==> src/rtl/bfs_pkg.sv <==
package bfs_pkg;

   // hash word and multipliers
   localparam int HASH_W = 32;
   localparam logic [HASH_W-1:0] MULT_FIRST  = 32'd17;
   localparam logic [HASH_W-1:0] MULT_SECOND = 32'd29;

   // configuration port
   localparam int CSR_INDEX_W = 8;
   localparam int CSR_DATA_W  = 13;
   localparam logic [CSR_INDEX_W-1:0] CSR_FILTER_SIZE  = 8'd0;
   localparam logic [CSR_INDEX_W-1:0] CSR_ANY_HIT_MODE = 8'd1;
   localparam int FILTER_SIZE_RESET = 4096;

   // defaults and fixed sizes
   localparam int FILTER_BITS_DEF = 4096;
   localparam int QUEUE_DEPTH     = 2;

   // operation codes
   localparam logic FUNC_ADD    = 1'b0;
   localparam logic FUNC_LOOKUP = 1'b1;

   // one finished string, handed from front to back
   typedef struct packed {
      logic              func;
      logic [HASH_W-1:0] hash_first;
      logic [HASH_W-1:0] hash_second;
   } bfs_job_type;

   typedef enum logic [2:0] {
      ST_CLEAR,
      ST_IDLE,
      ST_DIV,
      ST_WR_A,
      ST_WR_B,
      ST_RD_A,
      ST_RD_B,
      ST_RD_DONE
   } bfs_back_state_type;

endpackage

==> src/rtl/bfs_front.sv <==
module bfs_front import bfs_pkg::*; (
   input  logic        clock,
   input  logic        reset,
   input  logic        req_valid,
   output logic        req_ready,
   input  logic        req_func,
   input  logic [7:0]  req_char_byte,
   input  logic        clearing,
   input  logic        queue_full,
   output logic        push,
   output bfs_job_type push_job
);

   logic [HASH_W-1:0] hash_first_ff, hash_first_in;
   logic [HASH_W-1:0] hash_second_ff, hash_second_in;
   logic [HASH_W-1:0] char_ext;
   logic              accept;
   logic              is_term;

   assign req_ready = !clearing && !queue_full;
   assign accept    = req_valid && req_ready;
   assign is_term   = (req_char_byte == 8'd0);

   // byte taken as a signed char
   assign char_ext = {{(HASH_W - 8){req_char_byte[7]}}, req_char_byte};

   // terminator hands the finished hashes to the back end
   assign push                 = accept && is_term;
   assign push_job.func        = req_func;
   assign push_job.hash_first  = hash_first_ff;
   assign push_job.hash_second = hash_second_ff;

   // hash update, restart after each terminator
   always_comb begin
      hash_first_in  = hash_first_ff;
      hash_second_in = hash_second_ff;
      if (accept) begin
         if (is_term) begin
            hash_first_in  = '0;
            hash_second_in = '0;
         end else begin
            hash_first_in  = hash_first_ff * MULT_FIRST + char_ext;
            hash_second_in = hash_second_ff * MULT_SECOND + char_ext;
         end
      end
   end

   always_ff @(posedge clock) begin
      if (reset) begin
         hash_first_ff  <= '0;
         hash_second_ff <= '0;
      end else begin
         hash_first_ff  <= hash_first_in;
         hash_second_ff <= hash_second_in;
      end
   end

endmodule

==> config.mk <==
export PLATFORM = sky130hd
export DESIGN_NAME = bfs_front
export DESIGN_NICKNAME = d
export VERILOG_FILES = /design/src/rtl/bfs_pkg.sv /design/src/rtl/bfs_front.sv
export SDC_FILE = /design/constraint.sdc
export NUM_CORES = 1
export LEC_CHECK = 0
export BUFFER_PORTS_ARGS = -buffer_cell sky130_fd_sc_hd__buf_4
export CORE_UTILIZATION = 37
export CTS_CLUSTER_DIAMETER = 60
export DETAILED_ROUTE_END_ITERATION = 8
export PLACE_DENSITY_LB_ADDON = 0.12
export SLEW_MARGIN = 15
export SYNTH_ARGS = -nofsm -noshare
export SYNTH_HDL_FRONTEND = slang
export SYNTH_SLANG_ARGS = --single-unit
==> constraint.sdc <==
create_clock -name clock -period 12.8 [get_ports clock]
set_clock_uncertainty 0.2 [all_clocks]
set_input_delay 2.56 -clock clock [delete_from_list [all_inputs] [get_ports clock]]
set_output_delay 2.56 -clock clock [all_outputs]
set_load 0.02 [all_outputs]
# After elaboration in Yosys (flattened, before gate mapping)
# Index checks and enable logic that the tools add are counted.
# word_totals
register_bits,64
latch_bits,0
ram_bits,0
mem_bits_ro,0
in_bits,14
out_inout_bits,67
elab_cells,14
mem_count,0
# op_classes
n_addsub,2
mul,2
div_mod_pow,0
n_lt_le_gt_ge,0
eq_ne,0
shift,0
mux,2
bitwise_logic,0
n_reduce_logical,6
# ops
operator,count
adder 32 bit,2
multiplier 32 x 5 -> 32 bit (second input constant),2
2-to-1 mux 32 bit,2
logical NOT 8 bit,1
logical AND 1 bit,3
logical NOT 1 bit,2

# Logic depth before layout (Yosys ltp)
# logic_depth
word_depth,4
mapped_depth,17
depth_no_buf,17

# Worst setup path after synthesis
# OpenSTA, ideal clock, no wires.
# synth_path
path_kind,input port to output port
start,input queue_full
end,output push
t_arrival_ns,3.703
required_ns,10.040
setup_slack_ns,6.337
cell_stages,4
n_path_buf,1
cell_sequence,nor2_1 nand2_1 clkbuf_1 nor2_1
# synth_via
elab_chain_len,4
# synth_rtl
item,line,text
"start, declared",bfs_front.sv:9,"input logic queue_full,"
logical NOT 1 bit,bfs_front.sv:20,assign req_ready = !clearing && !queue_full;
logical AND 1 bit,bfs_front.sv:20,
logical AND 1 bit,bfs_front.sv:21,assign accept = req_valid && req_ready;
logical AND 1 bit,bfs_front.sv:28,assign push = accept && is_term;
"end, declared",bfs_front.sv:10,"output logic push,"
# Every way passes these cells.

# Worst setup path after layout
# layout_path
start,input req_char_byte[7]
end,output push
# layout_via
elab_chain_len,2
# layout_rtl
item,line,text
"start, declared",bfs_front.sv:7,"input logic [7:0] req_char_byte,"
logical NOT 8 bit,bfs_front.sv:22,assign is_term = (req_char_byte == 8'd0);
logical AND 1 bit,bfs_front.sv:28,
# Every way passes these cells.

==> reports/metrics.csv <==
metric,value,unit
post-synth top area share,22.89,%
GRT Overall Usage,18.03,%
layout cells sized above 1,9.274,%
critical path arrival,4070,ps
"Critical Path, Cell by Cell","buf_4, nor4_1, nand2_1, nor2_1, buf_4",
period utilization,53.38,%
drt first pass iters,4,
number of synthesized flops with an enable pin,0,
setup bufs post-CTS,0,
PwrDens,184.2,nW/um2
"most common cell after layout, fill and taps aside",inv_1,
Placer Congestion,0.7845,
register clock-pin slew on the reported worst setup and hold paths,60,ps
Worst setup EP type,output pin,
Max-slew headroom,29.32,%
H-tree depth,3,
CTS Root Cell,clkbuf_16,
Synth Area per Inst,8.294,um2
Finish-stage setup viols,0,
Setup Total Neg Slack,0,ps
Hold Fails Final Rpt,0,
Die Width,163.3,um
post-route ant nets,0,
initial detailed-routing violation count,291,
Yosys warning total,0,
Max Buffers Root-to-Sink,2,
Synth-to-Final Area Change,13.10,%
r2r setup slk,8290,ps
final core utilization,42.96,%
path type of the worst setup path,in -> out,
Die Height,163.3,um
via count,7371,
RSZ-0062 raised after global routing,false,
Critical Path RT,10040,ps
largest cells by area after synthesis,"fa_1 23%, ha_1 20%, inv_1 13%",
number of synthesized register bits,64,
Clk pwr share,13.0,%
register share of total power,13.8,%
Top Ports,81,
Synth area leader,fa_1,
nets,1515,
drt wl/cell,14.15,um
Inserted Clock Buffers,9,
Slew @ Worst Pin,1058,ps
worst-skew pair later-pin latency,350,ps
Net Switching,0.001002,W
CTS Hold Bufs,0,
global-route wire length before repair,38010,um
f_max,146.4,MHz
core area,25330,um2
outcome,finished clean,
worst-path maximum fanout,51,
largest net degree at the start of global routing,52,
Max Cap Viol,0,
slowest CP cell,nand2_1,
switching share of power,49.99,%
vias in the first global route,7596,
total die area,26650,um2
Critical Path Start Type,input pin,
Synth Cell Area,9620,um2
P_int,0.001002,W
Tmin final,6832,ps
Worst IR Drop VDD,0.07579,mV
Vias/cell,4.695,
sequential share of the synthesized area,13.32,%
syn_nets,1440,
Sink Count,64,
Post-DP HPWL,17660,um
"commonest cells after routing, fill and taps aside","345 x inv_1, 156 x ha_1, 110 x fa_1",
fill count,2639,
cells after synthesis,1160,
Most used DFF post-synth,dfxtp_1,
count of cell types in the netlist,60,
CP peak stage delay,420,ps
ys async rst share,0,%
DR DRC count,0,
Comb pwr share,73.2,%
CTS tree,built,
Starting Density,37.99,%
"Remaining Overflow, GRT",0,
Worst Hold Class,reg -> reg,
Core Rows,58,
initial antenna violation count,0,
static leakage,5.753,nW
final slew viol count,0,
post-cts resize count,0,
final wirelength,22210,um
CP dominant cell by count,buf_4,
number of port buffers,78,
# diodes,0,
[logic make-up after synthesis]
kind of cell / Yosys count / share of synthesized area (%)
adders and majority gates: 266 / 43.18
xor gates and xnor gates: 62 / 5.644
AOI/OAI and AO/OA: 213 / 14.58
muxes: 1 / 0.1040
and+or+nand+nor: 192 / 9.013
buffers and inverters: 362 / 14.16
DFF: 64 / 13.32
[through the flow]
stage / cells / hold WS, ps / cell area [um2] / setup slack [ps] / total power, W
detailed placement: 1554 / 268.5 / 10580 / 5895 / 0.001763
finish: 1570 / 277.0 / 10880 / 5968 / 0.002004
global placement: 1554 / 267.2 / 10580 / 5904 / 0.001760
floorplan: 1160 / 338.7 / 9620 / 6337 / 0.001413
global route: 1570 / 316.3 / 10880 / 5827 / 0.002270
CTS: 1570 / 277.5 / 10880 / 5928 / 0.002043
[cell type report]
type	instances	area [um2]	area share [%]
Multi-Input combinational cell	734	6984	64.19
Inverter	345	1295	11.90
Sequential cell	64	1281	11.78
Timing Repair Buffer	81	608.1	5.589
Tap cell	330	412.9	3.795
Clock buffer	11	242.7	2.231
Clock inverter	5	56.30	0.5175
[state kept, by name (all words and copies together), names as in the netlist]
register        cells
hash_first_ff      32
hash_second_ff     32
[Yosys cell counts, types with 2 or more instances]
master	number
a211o_1	2
o211ai_1	5
o21bai_1	6
dfxtp_1	64
a32oi_1	3
a21oi_2	3
nand2_1	77
clkbuf_1	16
or3_1	3
nor2_1	55
inv_1	345
a22o_1	2
a21o_1	23
nor3_1	2
a211oi_1	6
ha_1	156
o21ai_0	45
a31oi_1	6
xnor2_1	36
nand2b_1	8
and3_1	7
a31o_2	2
nor4_1	2
o31ai_1	5
o21ai_2	3
nand3_1	18
nand4_1	3
a221o_1	3
a22oi_1	18
xor2_1	26
a21oi_1	57
o21a_1	2
o21ai_1	8
nor3b_1	3
nor2b_1	5
fa_1	110
or2_2	2
[layer usage]
layer	track usage [%]	up-vias	share of wire, %
met3	2.463	13	2.2
li1	-	3786	-
met4	2.804	0	0.67
met2	30.99	67	48
met1	24.27	3505	49
met5	0	-	0
[path summary, 6_finish.rpt]
check,endpoint,from,cells past startpoint
hold / removal,hash_first_ff[28],hash_first_ff[28],2
setup reg to reg,hash_second_ff[24],hash_second_ff[0],15
hold reg to reg,hash_first_ff[28],hash_first_ff[28],2
setup / recovery,push,req_char_byte[7],5
[power groups by stage]
stage          combinational (W)  sequential [W]  clock (W)
3_3_place_gp             0.00148        0.000284          0
6_report                 0.00147        0.000276   0.000260
5_1_grt                  0.00171        0.000283   0.000279
3_5_place_dp             0.00148        0.000284          0
4_1_cts                  0.00149        0.000279   0.000271
2_1_floorplan            0.00111        0.000299          0
[worst max-delay path: cells and delay by family]
kind,cells,cell delay [ps]
AND/OR/NAND/NOR,3,1000
buffers and inverters,2,490
(Power assumes the default switching activity.)
