--- src/rtl/bfs_pkg.sv ---
package bfs_pkg;

   // hash word and multipliers
   localparam int HASH_W = 32;
   localparam logic [HASH_W-1:0] MULT_FIRST  = 32'd17;
   localparam logic [HASH_W-1:0] MULT_SECOND = 32'd29;

   // configuration port
   localparam int CSR_INDEX_W = 8;
   localparam int CSR_DATA_W  = 13;
   localparam logic [CSR_INDEX_W-1:0] CSR_FILTER_SIZE  = 8'd0;
   localparam logic [CSR_INDEX_W-1:0] CSR_ANY_HIT_MODE = 8'd1;
   localparam int FILTER_SIZE_RESET = 4096;

   // defaults and fixed sizes
   localparam int FILTER_BITS_DEF = 4096;
   localparam int QUEUE_DEPTH     = 2;

   // operation codes
   localparam logic FUNC_ADD    = 1'b0;
   localparam logic FUNC_LOOKUP = 1'b1;

   // one finished string, handed from front to back
   typedef struct packed {
      logic              func;
      logic [HASH_W-1:0] hash_first;
      logic [HASH_W-1:0] hash_second;
   } bfs_job_type;

   typedef enum logic [2:0] {
      ST_CLEAR,
      ST_IDLE,
      ST_DIV,
      ST_WR_A,
      ST_WR_B,
      ST_RD_A,
      ST_RD_B,
      ST_RD_DONE
   } bfs_back_state_type;

endpackage

--- src/rtl/bfs_queue.sv ---
module bfs_queue import bfs_pkg::*; (
   input  logic        clock,
   input  logic        reset,
   input  logic        push,
   input  bfs_job_type push_job,
   input  logic        pop,
   output bfs_job_type head_job,
   output logic        empty,
   output logic        full
);

   localparam int PTR_W = (QUEUE_DEPTH > 1) ? $clog2(QUEUE_DEPTH) : 1;
   localparam int CNT_W = $clog2(QUEUE_DEPTH + 1);

   bfs_job_type      slot_ff [QUEUE_DEPTH];
   logic [PTR_W-1:0] wr_ptr_ff, wr_ptr_in;
   logic [PTR_W-1:0] rd_ptr_ff, rd_ptr_in;
   logic [CNT_W-1:0] count_ff, count_in;

   assign empty    = (count_ff == '0);
   assign full     = (count_ff == CNT_W'(QUEUE_DEPTH));
   assign head_job = slot_ff[rd_ptr_ff];

   // pointer and fill count update
   always_comb begin
      wr_ptr_in = wr_ptr_ff;
      rd_ptr_in = rd_ptr_ff;
      count_in  = count_ff;
      if (push) begin
         wr_ptr_in = (wr_ptr_ff == PTR_W'(QUEUE_DEPTH - 1)) ? '0 : wr_ptr_ff + 1'b1;
      end
      if (pop) begin
         rd_ptr_in = (rd_ptr_ff == PTR_W'(QUEUE_DEPTH - 1)) ? '0 : rd_ptr_ff + 1'b1;
      end
      if (push && !pop) begin
         count_in = count_ff + 1'b1;
      end else if (pop && !push) begin
         count_in = count_ff - 1'b1;
      end
   end

   always_ff @(posedge clock) begin
      if (reset) begin
         wr_ptr_ff <= '0;
         rd_ptr_ff <= '0;
         count_ff  <= '0;
      end else begin
         wr_ptr_ff <= wr_ptr_in;
         rd_ptr_ff <= rd_ptr_in;
         count_ff  <= count_in;
      end
   end

   // job storage
   always_ff @(posedge clock) begin
      if (push) begin
         slot_ff[wr_ptr_ff] <= push_job;
      end
   end

endmodule

--- config.mk ---
export PLATFORM = sky130hd
export DESIGN_NAME = bfs_queue
export DESIGN_NICKNAME = d
export VERILOG_FILES = /design/src/rtl/bfs_pkg.sv /design/src/rtl/bfs_queue.sv
export SDC_FILE = /design/constraint.sdc
export NUM_CORES = 1
export LEC_CHECK = 0
export BUFFER_PORTS_ARGS = -buffer_cell sky130_fd_sc_hd__buf_2
export CAP_MARGIN = 25
export CORE_ASPECT_RATIO = 0.5
export CORE_UTILIZATION = 30
export CTS_BUF_LIST = sky130_fd_sc_hd__clkbuf_8
export CTS_CLUSTER_SIZE = 8
export DETAILED_ROUTE_END_ITERATION = 8
export GPL_ROUTABILITY_DRIVEN = 0
export GPL_TIMING_DRIVEN = 0
export PLACE_DENSITY_LB_ADDON = 0.2
export REMOVE_ABC_BUFFERS = 1
export SYNTH_ARGS = -nofsm -noshare
export SYNTH_HDL_FRONTEND = slang
export SYNTH_SLANG_ARGS = --single-unit
export TNS_END_PERCENT = 1
--- constraint.sdc ---
create_clock -name clock -period 11.3 [get_ports clock]
set_clock_uncertainty 0.2 [all_clocks]
set_input_delay 0.565 -clock clock [delete_from_list [all_inputs] [get_ports clock]]
set_output_delay 0.565 -clock clock [all_outputs]
set_load 0.05 [all_outputs]
; Word level (Yosys, flattened, before mapping)
; Memories as Yosys holds them, arrays and structs flattened. A register that Yosys moved wholly into a read port is not among the register bits.
; Index checks and enable logic that the tools add are counted.
[word_totals]
ram_bits = 130
output_inout_bits = 67
n_memories = 1
wordCells = 23
ff_bits = 4
[op_classes]
n_reduce_logical = 6
n_addsub = 4
muxes = 8
eq_ne = 1
[memory_table]
columns = memory, words, width, rd, rd_ports_with_merged_regs, write_ports, line
row1 = slot_ff, 2, 65, 1, 1, 1, bfs_queue.sv:15  ; bfs_job_type slot_ff [QUEUE_DEPTH];
[op_table]
columns = operator, n
row1 = two-way mux 1 bit, 6
row2 = two-way mux 2 bit, 2
row3 = "adder 1 bit, second input constant", 2
row4 = "adder 2 x 1 -> 2 bit, second input constant", 1
row5 = "equality test 2 bit, second input constant", 1
row6 = logical AND 1 bit, 2
row7 = zero test 1 bit, 2
row8 = zero test 2 bit, 1
row9 = nonzero test 2 bit, 1
row10 = "subtractor 2 x 1 -> 2 bit, second input constant", 1

; Depth between registers and ports, before layout
; Gate-level depths: netlist of the first run.
[depth]
depth_word = 4
ltp_mapped = 5
depth_no_buf = 5

; Least setup slack after synthesis of the first run
; Ideal clock, no wire load.
[synth_path]
kind = input port to flip-flop
from = input port push
to = memory slot_ff[0][0] in the netlist's numbering, enable pin
arrival_time_ns = 3.422
setup_time_ns = 0.496
path_slack_ns = 7.182
cell_stages = 1
path_buffers = 0
t_required_ns = 10.604
cell_sequence = nor2b_1
[synth_via]
elab_chain_cells = 2
[synth_rtl]
columns = element, line
row1 = start: declaration, bfs_queue.sv:4  ; input logic push,
row2 = two-way mux 1 bit, bfs_queue.sv:56  ; if (push) begin
row3 = two-way mux 1 bit (implied by the code), bfs_queue.sv:57  ; slot_ff[wr_ptr_ff] <= push_job;
row4 = end: declaration, bfs_queue.sv:15
; Every way passes these cells.

==> results of run 1 <==
layout by cell type (no fill, tap or decap), types with 2 or more instances in the layout:
cell,n
inv_6,3
xnor2_1,2
clkinv_4,2
nor2_1,5
clkinv_2,3
clkinvlp_4,4
edfxtp_1,130
bufinv_16,2
inv_1,2
buf_2,135
buf_12,2
dfxtp_1,4
mux2_2,65
clkbuf_8,17
xor2_1,2
worst max-delay path by stage:
stage	startpoint	endpoint	cells past startpoint
finish	flop	head_job[2]	2
global route	flop	head_job[2]	2
CTS	flop	head_job[2]	2
detailed placement	flop	head_job[2]	2
global placement	push	slot_ff[0][50]$_DFFE_PP_	2
floorplan	push	slot_ff[0][0]$_DFFE_PP_	1
area by class of cell:
cell class | instances | area share [%]
Clock buffer | 17 | 3.75
Clock inverter | 15 | 2.45
Inverter | 1 | 0.0602
Multi-Input combinational cell | 81 | 13.6
Sequential cell | 135 | 64.3
Tap cell | 221 | 4.43
Timing Repair Buffer | 137 | 11.5
power breakdown:
part,internal [mW],leakage [nW],switching [mW]
logic,0.0572,0.852,0.137
registers,0.583,1.26,0.0165
clock network,0.196,0.190,0.195
critical path, delay by kind of cell (launching register included):
family                 cells  cell delay, ns
buffers and inverters      1            0.22
DFF                        1            0.93
muxes                      1            0.42
through the flow:
stage	setup WS (ns)	std cells	instance area (sq um)
3_3_place_gp	5.50	573	5800
2_1_floorplan	7.18	217	4840
3_5_place_dp	8.92	575	5850
5_1_grt	8.37	607	6240
4_1_cts	8.44	607	6240
6_report	8.52	607	6240
Yosys cell counts:
cell and n:
nor2b_1 1, inv_1 1, buf_4 1, and2_1 1
a21oi_1 1, ha_1 1, buf_2 1, dfxtp_1 5
edfxtp_1 130, nor2_1 5, mux2_2 65, and2b_2 1
o21ai_0 1, xor2_1 2, or3_1 1, xnor2_1 2
buf_6 5
registers in the layout, summed over array words and instances (netlist names), named ones only:
register and flops:
slot_ff 130, rd_ptr_ff 1, wr_ptr_ff 1, count_ff 2
logic make-up after synthesis:
kind of cell	share of synthesized area (%)
AOI/OAI and AO/OA	0.204
muxes	14.9
adders and majority gates	0.255
and+or+nand+nor	0.943
xor gates and xnor gates	0.713
DFF	81.5
buffers and inverters	1.48
layer usage:
layer / wire [um] / vias up
met2: 5170 / 47
met4: 68 / 0
li1: - / 1177
met5: 0 / -
met1: 3640 / 1273
met3: 368 / 5
==> flow_summary.ini, run 1 <==
[synthesis]
ys_types = 17
synth_top_cell_by_area = edfxtp_1
ys_top_cells_by_area = edfxtp_1, mux2_2, dfxtp_1
avgSynthCellArea_sq_um = 21.9
ys_warn_count = 0
yosys_register_bits = 135
synth-seq-area-share_pct = 81.5
syn_inst = 224
syn_area_sq_mm = 0.00491
synth_top_area_share_pct = 79.5

[detailed_routing]
vias_per_cell = 4.12
drc = 0
ant_nets = 0
route.vias.total = 2502
drt-initial-drc-count = 99
firstDrtPassIters = 3
routedWlPerCell_um = 15.2
routed_wl_mm = 9.25

[worst_setup_path]
reg2regPathDepth = 1
crit_chain = mux2_2 -> buf_2
r2r_end = slot_ff[1][46]$_DFFE_PP_
r2r-start = wr_ptr_ff$_SDFFE_PP0P_
reg2reg_slack_ns = 9.47
cp.required_ns = 10.54
endpoint_kind = output port
cp-start-kind = flop
slowest_stage = dfxtp_4
crit_path_max_fanout = 65
crit_arrival_ns = 2.01
slowest_delay_ns = 0.93
worstSetupPathType = reg2out

[clocking]
cts_buffers = 17
clkSlewWorstSetupHoldPaths_ns = 0.09
tritoncts = yes
clk_path_buf_depth = 2
hold_buffers = 0
h-tree-depth = 4
post-cts-setup-buffers = 0
clock-sinks = 135
post_cts_resized = 0
clk_latency_ns = 0.42
cts_root_buffer = clkbuf_8

[grt]
grt_busiest_layer = met2
grt_pass1_wl_mm = 14.1
grt_overflow = 0
grt_max_degree = 66
use_met3_pct = 3.85
track_usage_pct = 11.4
gr-usage-met1_pct = 11.3
antenna_found_initial = 0
grt_util_met2_pct = 21.6
grt_pass1_vias = 2842

[sta]
period_minus_slack_ns = 2.78
setup_viol = 0
clock.fmax_mhz = 360
drv_slew = 0
fin_hold_ws_ns = 0.116
hold_viol = 0
fin_crit_sh_pct = 24.6
final.setup.tns_ns = 0
worst_pin_slew_ns = 0.945
rsz0062_at_grt = no
slew_headroom_pct = 37.0

[floorplanning]
ioPinCount = 136
die_h_um = 92.5
initial_utilization_pct = 31.3
rows = 32
coreArea_sq_mm = 0.0157
dieArea_sq_mm = 0.0169
die_width_um = 183

[min_path]
worstHoldPathCells = 1
min_to = slot_ff[1][15]$_DFFE_PP_
min_path_type = in2reg
hold_start = push_job[15]

[placement]
place_hpwl_mm = 6.04
io_buffers = 135

[layout]
area_growth_pct = 26.9
regArea_sq_mm = 0.00401
antenna_cells = 0
fin_util_pct = 39.7
multi_input_area_sq_um = 846
final_nets = 443
fill_cells = 1494
drive_gt1_share_pct = 61.4

[job]
drv_cap = 0

[outcome]
status = finished clean

[power_and_ir_drop]
p_leak_nw = 2.30
power_density_mw_per_mm2 = 190
p_total_mw = 1.18
vdd_drop_max_v = 0.0000811
No activity file was read; power rests on OpenSTA's default activity.
==> run 2: changes to the inputs <==
Clock period 11.3 ns to 2.29 ns, I/O delays scaled along.
==> flow_summary.ini, run 2 (synthesis gave the netlist of run 1 again) <==
[placement]
dpl_worst_slack_ns = 0.363
place_hpwl_mm = 6.04
dp.cells = 575
io_buffers = 135

[sta]
setup_viol = 13
worst_pin_slew_ns = 0.963
hold_viol = 0
fin_crit_sh_pct = 101
worst_slack_ns = -0.0259
slew_headroom_pct = 35.8
clock.fmax_mhz = 432
final.setup.tns_ns = -0.208
rsz0062_at_grt = yes
drv_slew = 0
period_minus_slack_ns = 2.32

[clocking]
tritoncts = yes
cts_buffers = 17
clk_latency_ns = 0.42
cts_root_buffer = clkbuf_8
h-tree-depth = 4
clkSlewWorstSetupHoldPaths_ns = 0.08
clock-sinks = 135
clk_path_buf_depth = 2

[floorplanning]
die_width_um = 183
die_h_um = 92.5
coreArea_sq_mm = 0.0157
ioPinCount = 136
dieArea_sq_mm = 0.0169
initial_utilization_pct = 31.3
rows = 32

[layout]
reg.largest.list = slot_ff: 130 flops, count_ff: 2 flops
drive_gt1_share_pct = 52.2
largest_register_ffs = 130
area_growth_pct = 43.6
final_common_cell = edfxtp_1
final_cell_mix = edfxtp_1, buf_2, dlygate4sd3_1, mux2_2, clkbuf_8
final_nets = 513
top_register = slot_ff
antenna_cells = 0
fin_cells = 677

[power_and_ir_drop]
seq_power_share_pct = 49.0
p_leak_nw = 2.64
intPower_mw = 4.25
power_density_mw_per_mm2 = 851
comb_power_share_pct = 18.9
vdd_drop_max_v = 0.000446
sw_frac_of_total_pct = 29.2
clockPowerShare_pct = 32.1
p_switching_mw = 1.75

[outcome]
violations = negative setup slack
status = complete, but fails checks

[min_path]
min_path_type = in2reg

[worst_setup_path]
cp-start-kind = flop
cp.required_ns = 1.98
worstSetupPathType = reg2out
crit_path_max_fanout = 34
reg2regPathDepth = 1
reg2reg_slack_ns = 0.45
r2r_end = slot_ff[1][46]$_DFFE_PP_
r2r-start = wr_ptr_ff$_SDFFE_PP0P_
cp-endpoint = head_job[55]
endpoint_kind = output port
crit_arrival_ns = 2.00

[detailed_routing]
routed_wl_mm = 10.0
drt-initial-drc-count = 126
route.vias.total = 2793
firstDrtPassIters = 4
drc = 0
ant_nets = 0
vias_per_cell = 4.13
routedWlPerCell_um = 14.8

[grt]
grt_pass1_vias = 3091
track_usage_pct = 11.9
grt_overflow = 0
grt_pass1_wl_mm = 15.1
grt_max_degree = 66
antenna_found_initial = 0

[job]
drv_cap = 0
## run 2: changes by cell type in the layout (fill, tap and decap cells not counted), sizes merged
cell	previous run	this run
dlygate4sd3	0	69
buf	137	138
## run 2: how the worst min path moves through the flow
stage                 start                  endpoint  slack (ns)  depth (start not counted)
2_1_floorplan         reset  count_ff[1]$_SDFFE_PP0P_       -0.02                          1
3_3_place_gp   push_job[15]  slot_ff[1][15]$_DFFE_PP_        0.10                          1
3_5_place_dp   push_job[36]  slot_ff[0][36]$_DFFE_PP_        0.11                          1
4_1_cts        push_job[60]  slot_ff[1][60]$_DFFE_PP_        0.17                          2
5_1_grt        push_job[60]  slot_ff[0][60]$_DFFE_PP_        0.17                          2
6_report       push_job[14]  slot_ff[0][14]$_DFFE_PP_        0.21                          2
## run 2: critical path, stage by stage, from the launching register on
cell	delay [ns]
dfxtp_4	0.70
buf_16	0.27
mux2_2	0.36
buf_2	0.21
## run 2: layout make-up
| type | instances | area [sq um] |
|---|---|---|
| Multi-Input combinational cell | 81 | 846 |
| Clock inverter | 15 | 153 |
| Fill cell | 1443 | 8640 |
| Clock buffer | 17 | 234 |
| Sequential cell | 135 | 4010 |
| Timing Repair Buffer | 207 | 1530 |
| Tap cell | 221 | 277 |
| Inverter | 1 | 3.75 |
## run 2: power groups by stage
| stage | registers [mW] | clock network [mW] | logic [mW] |
|---|---|---|---|
| after floorplan | 3.00 | 0 | 0.717 |
| after global placement | 3.02 | 0 | 0.949 |
| after detailed placement | 3.02 | 0 | 0.970 |
| after CTS | 2.96 | 1.99 | 1.09 |
| after global routing | 2.96 | 2.09 | 1.19 |
| final | 2.94 | 1.93 | 1.13 |
## run 2: metal layers
metal,track usage [%],up-vias,routed length (um)
li1,-,1320,-
met1,12.1,1416,4060
met2,22.9,48,5540
met3,3.74,9,315
met4,4.79,0,98
met5,0,-,0
## run 2: stage by stage
step | total power [mW] | util, % | hold slack, ns | cell area, sq um
CTS | 6.04 | 44.4 | 0.172 | 6970
finish | 6.00 | 44.9 | 0.207 | 7050
floorplan | 3.71 | - | -0.0164 | 4840
global placement | 3.97 | 36.9 | 0.104 | 5800
global route | 6.24 | 44.9 | 0.174 | 7050
detailed placement | 3.99 | 37.3 | 0.106 | 5850
## run 2: repair_timing
action                                  CTS  global route
buffers inserted                          0             1
hold buffers                             69             0
hold endpoints to repair                146             0
pin swaps                                 0             0
endpoints found under the setup margin   65            65
resized for setup                        16            17
==> run 3: changes to the inputs <==
==> constraint.sdc (replaced) <==
create_clock -name clock -period 2.29 [get_ports clock]
set_clock_uncertainty 0.2 [all_clocks]
set_input_delay 0.229 -clock clock [delete_from_list [all_inputs] [get_ports clock]]
set_output_delay 0.229 -clock clock [all_outputs]
set_load 0.05 [all_outputs]
==> flow_summary.ini, run 3 (synthesis gave the netlist of run 1 again) <==
[sta]
slew_headroom_pct = 36.1
drv_slew = 0
clock.fmax_mhz = 482
worst_pin_slew_ns = 0.959
final.setup.tns_ns = 0
period_minus_slack_ns = 2.07
rsz0062_at_grt = no
setup_viol = 0
hold_viol = 0
fin_crit_sh_pct = 90.5
fin_hold_ws_ns = 0.322

[min_path]
min_to = slot_ff[0][14]$_DFFE_PP_
min_path_type = in2reg
hold_start = push_job[14]
worstHoldPathCells = 2

[placement]
post_dp_cell_area_sq_mm = 0.00585
place_hpwl_mm = 6.04
io_buffers = 135

[power_and_ir_drop]
p_leak_nw = 2.63
p_total_mw = 5.99
vdd_drop_max_v = 0.000409
power_density_mw_per_mm2 = 854

[grt]
antenna_found_initial = 0
grt_overflow = 0
track_usage_pct = 11.9
grt_pass1_wl_mm = 15.0
grt_pass1_vias = 3079
grt_max_degree = 66

[detailed_routing]
drc = 0
route.vias.total = 2789
routed_wl_mm = 10.4
drt-initial-drc-count = 140
firstDrtPassIters = 4
vias_per_cell = 4.11
routedWlPerCell_um = 15.3
ant_nets = 0

[worst_setup_path]
slowest_delay_ns = 0.39
endpoint_kind = output port
crit_chain = buf_12 -> mux2_2 -> buf_2
worstSetupPathType = reg2out
reg2regPathDepth = 1
crit_arrival_ns = 1.64
crit_path_max_fanout = 32
slowest_stage = dfxtp_4
cp-start-kind = flop
r2r_end = slot_ff[1][46]$_DFFE_PP_
r2r-start = wr_ptr_ff$_SDFFE_PP0P_
cp.required_ns = 1.86
reg2reg_slack_ns = 0.45

[layout]
antenna_cells = 0
top_register = slot_ff
final_nets = 515
largest_register_ffs = 130
stdcell_area_sq_mm = 0.00701
fill_cells = 1449
final_common_cell = edfxtp_1
drive_gt1_share_pct = 52.6
reg.largest.list = slot_ff: 130 flops, count_ff: 2 flops
final_cell_mix = edfxtp_1, buf_2, dlygate4sd3_1, mux2_2, buf_4
area_growth_pct = 42.7

[floorplanning]
initial_utilization_pct = 31.3
ioPinCount = 136
coreArea_sq_mm = 0.0157
die_width_um = 183
dieArea_sq_mm = 0.0169
rows = 32
die_h_um = 92.5

[clocking]
cts_root_buffer = clkbuf_8
clk_latency_ns = 0.42
h-tree-depth = 4
cts_buffers = 17
clkSlewWorstSetupHoldPaths_ns = 0.08
clk_path_buf_depth = 2
clock-sinks = 135
tritoncts = yes

[outcome]
status = finished clean

[job]
drv_cap = 0
[run 3: changes by cell type in the layout (fill, tap and decap cells not counted), sizes merged]
cell	previous run	this run
buf	138	141
dlygate4sd3	69	68
[run 3: layout make-up]
cell class	instances	area, sq um	area share, %
clock buffers	17	234	3.34
clock inverters	15	153	2.18
inverters	1	3.75	0.0535
multi-input cells	81	846	12.1
flip-flops and latches	135	4010	57.2
well taps	221	277	3.94
repair buffers	209	1490	21.3
[run 3: routing by layer]
metal | wire length, um | vias to the layer above | share of wire, % | track usage (%)
met3 | 315 | 9 | 3.0 | 3.74
met4 | 98 | 0 | 0.95 | 4.79
met2 | 5630 | 48 | 54 | 22.8
li1 | - | 1322 | - | -
met1 | 4320 | 1410 | 42 | 12.1
met5 | 0 | - | 0 | 0
[run 3: worst max path at each step]
stage          slack, ns                        to
2_1_floorplan      -1.62   slot_ff[0][0]$_DFFE_PP_
5_1_grt             0.15              head_job[40]
3_5_place_dp        0.25               head_job[2]
4_1_cts            -0.23               head_job[2]
3_3_place_gp       -3.17  slot_ff[0][50]$_DFFE_PP_
6_report            0.22              head_job[55]
[run 3: stage by stage]
stage	utilization, %	setup slack [ns]	instances
after floorplan	-	-1.62	217
final	44.7	0.217	679
after global routing	44.7	0.146	679
after CTS	44.3	-0.231	675
after global placement	36.9	-3.17	573
after detailed placement	37.3	0.249	575
[run 3: worst max-delay path: cells and delay by family (launching register included)]
family | cells | cell delay, ns
mux | 1 | 0.36
buf+inv | 2 | 0.43
flops | 1 | 0.39
[run 3: power breakdown]
group          internal [mW]  leakage (nW)  switching (mW)
registers               2.88          1.26          0.0409
clock network          0.969         0.190           0.960
logic                  0.393          1.18           0.751
[run 3: timing repair]
| action | CTS | global route |
|---|---|---|
| hold buffers | 68 | 0 |
| hold endpoints to repair | 135 | 0 |
| gates resized for setup | 16 | 0 |
| setup endpoints to repair | 65 | 65 |
| buffers inserted | 0 | 4 |
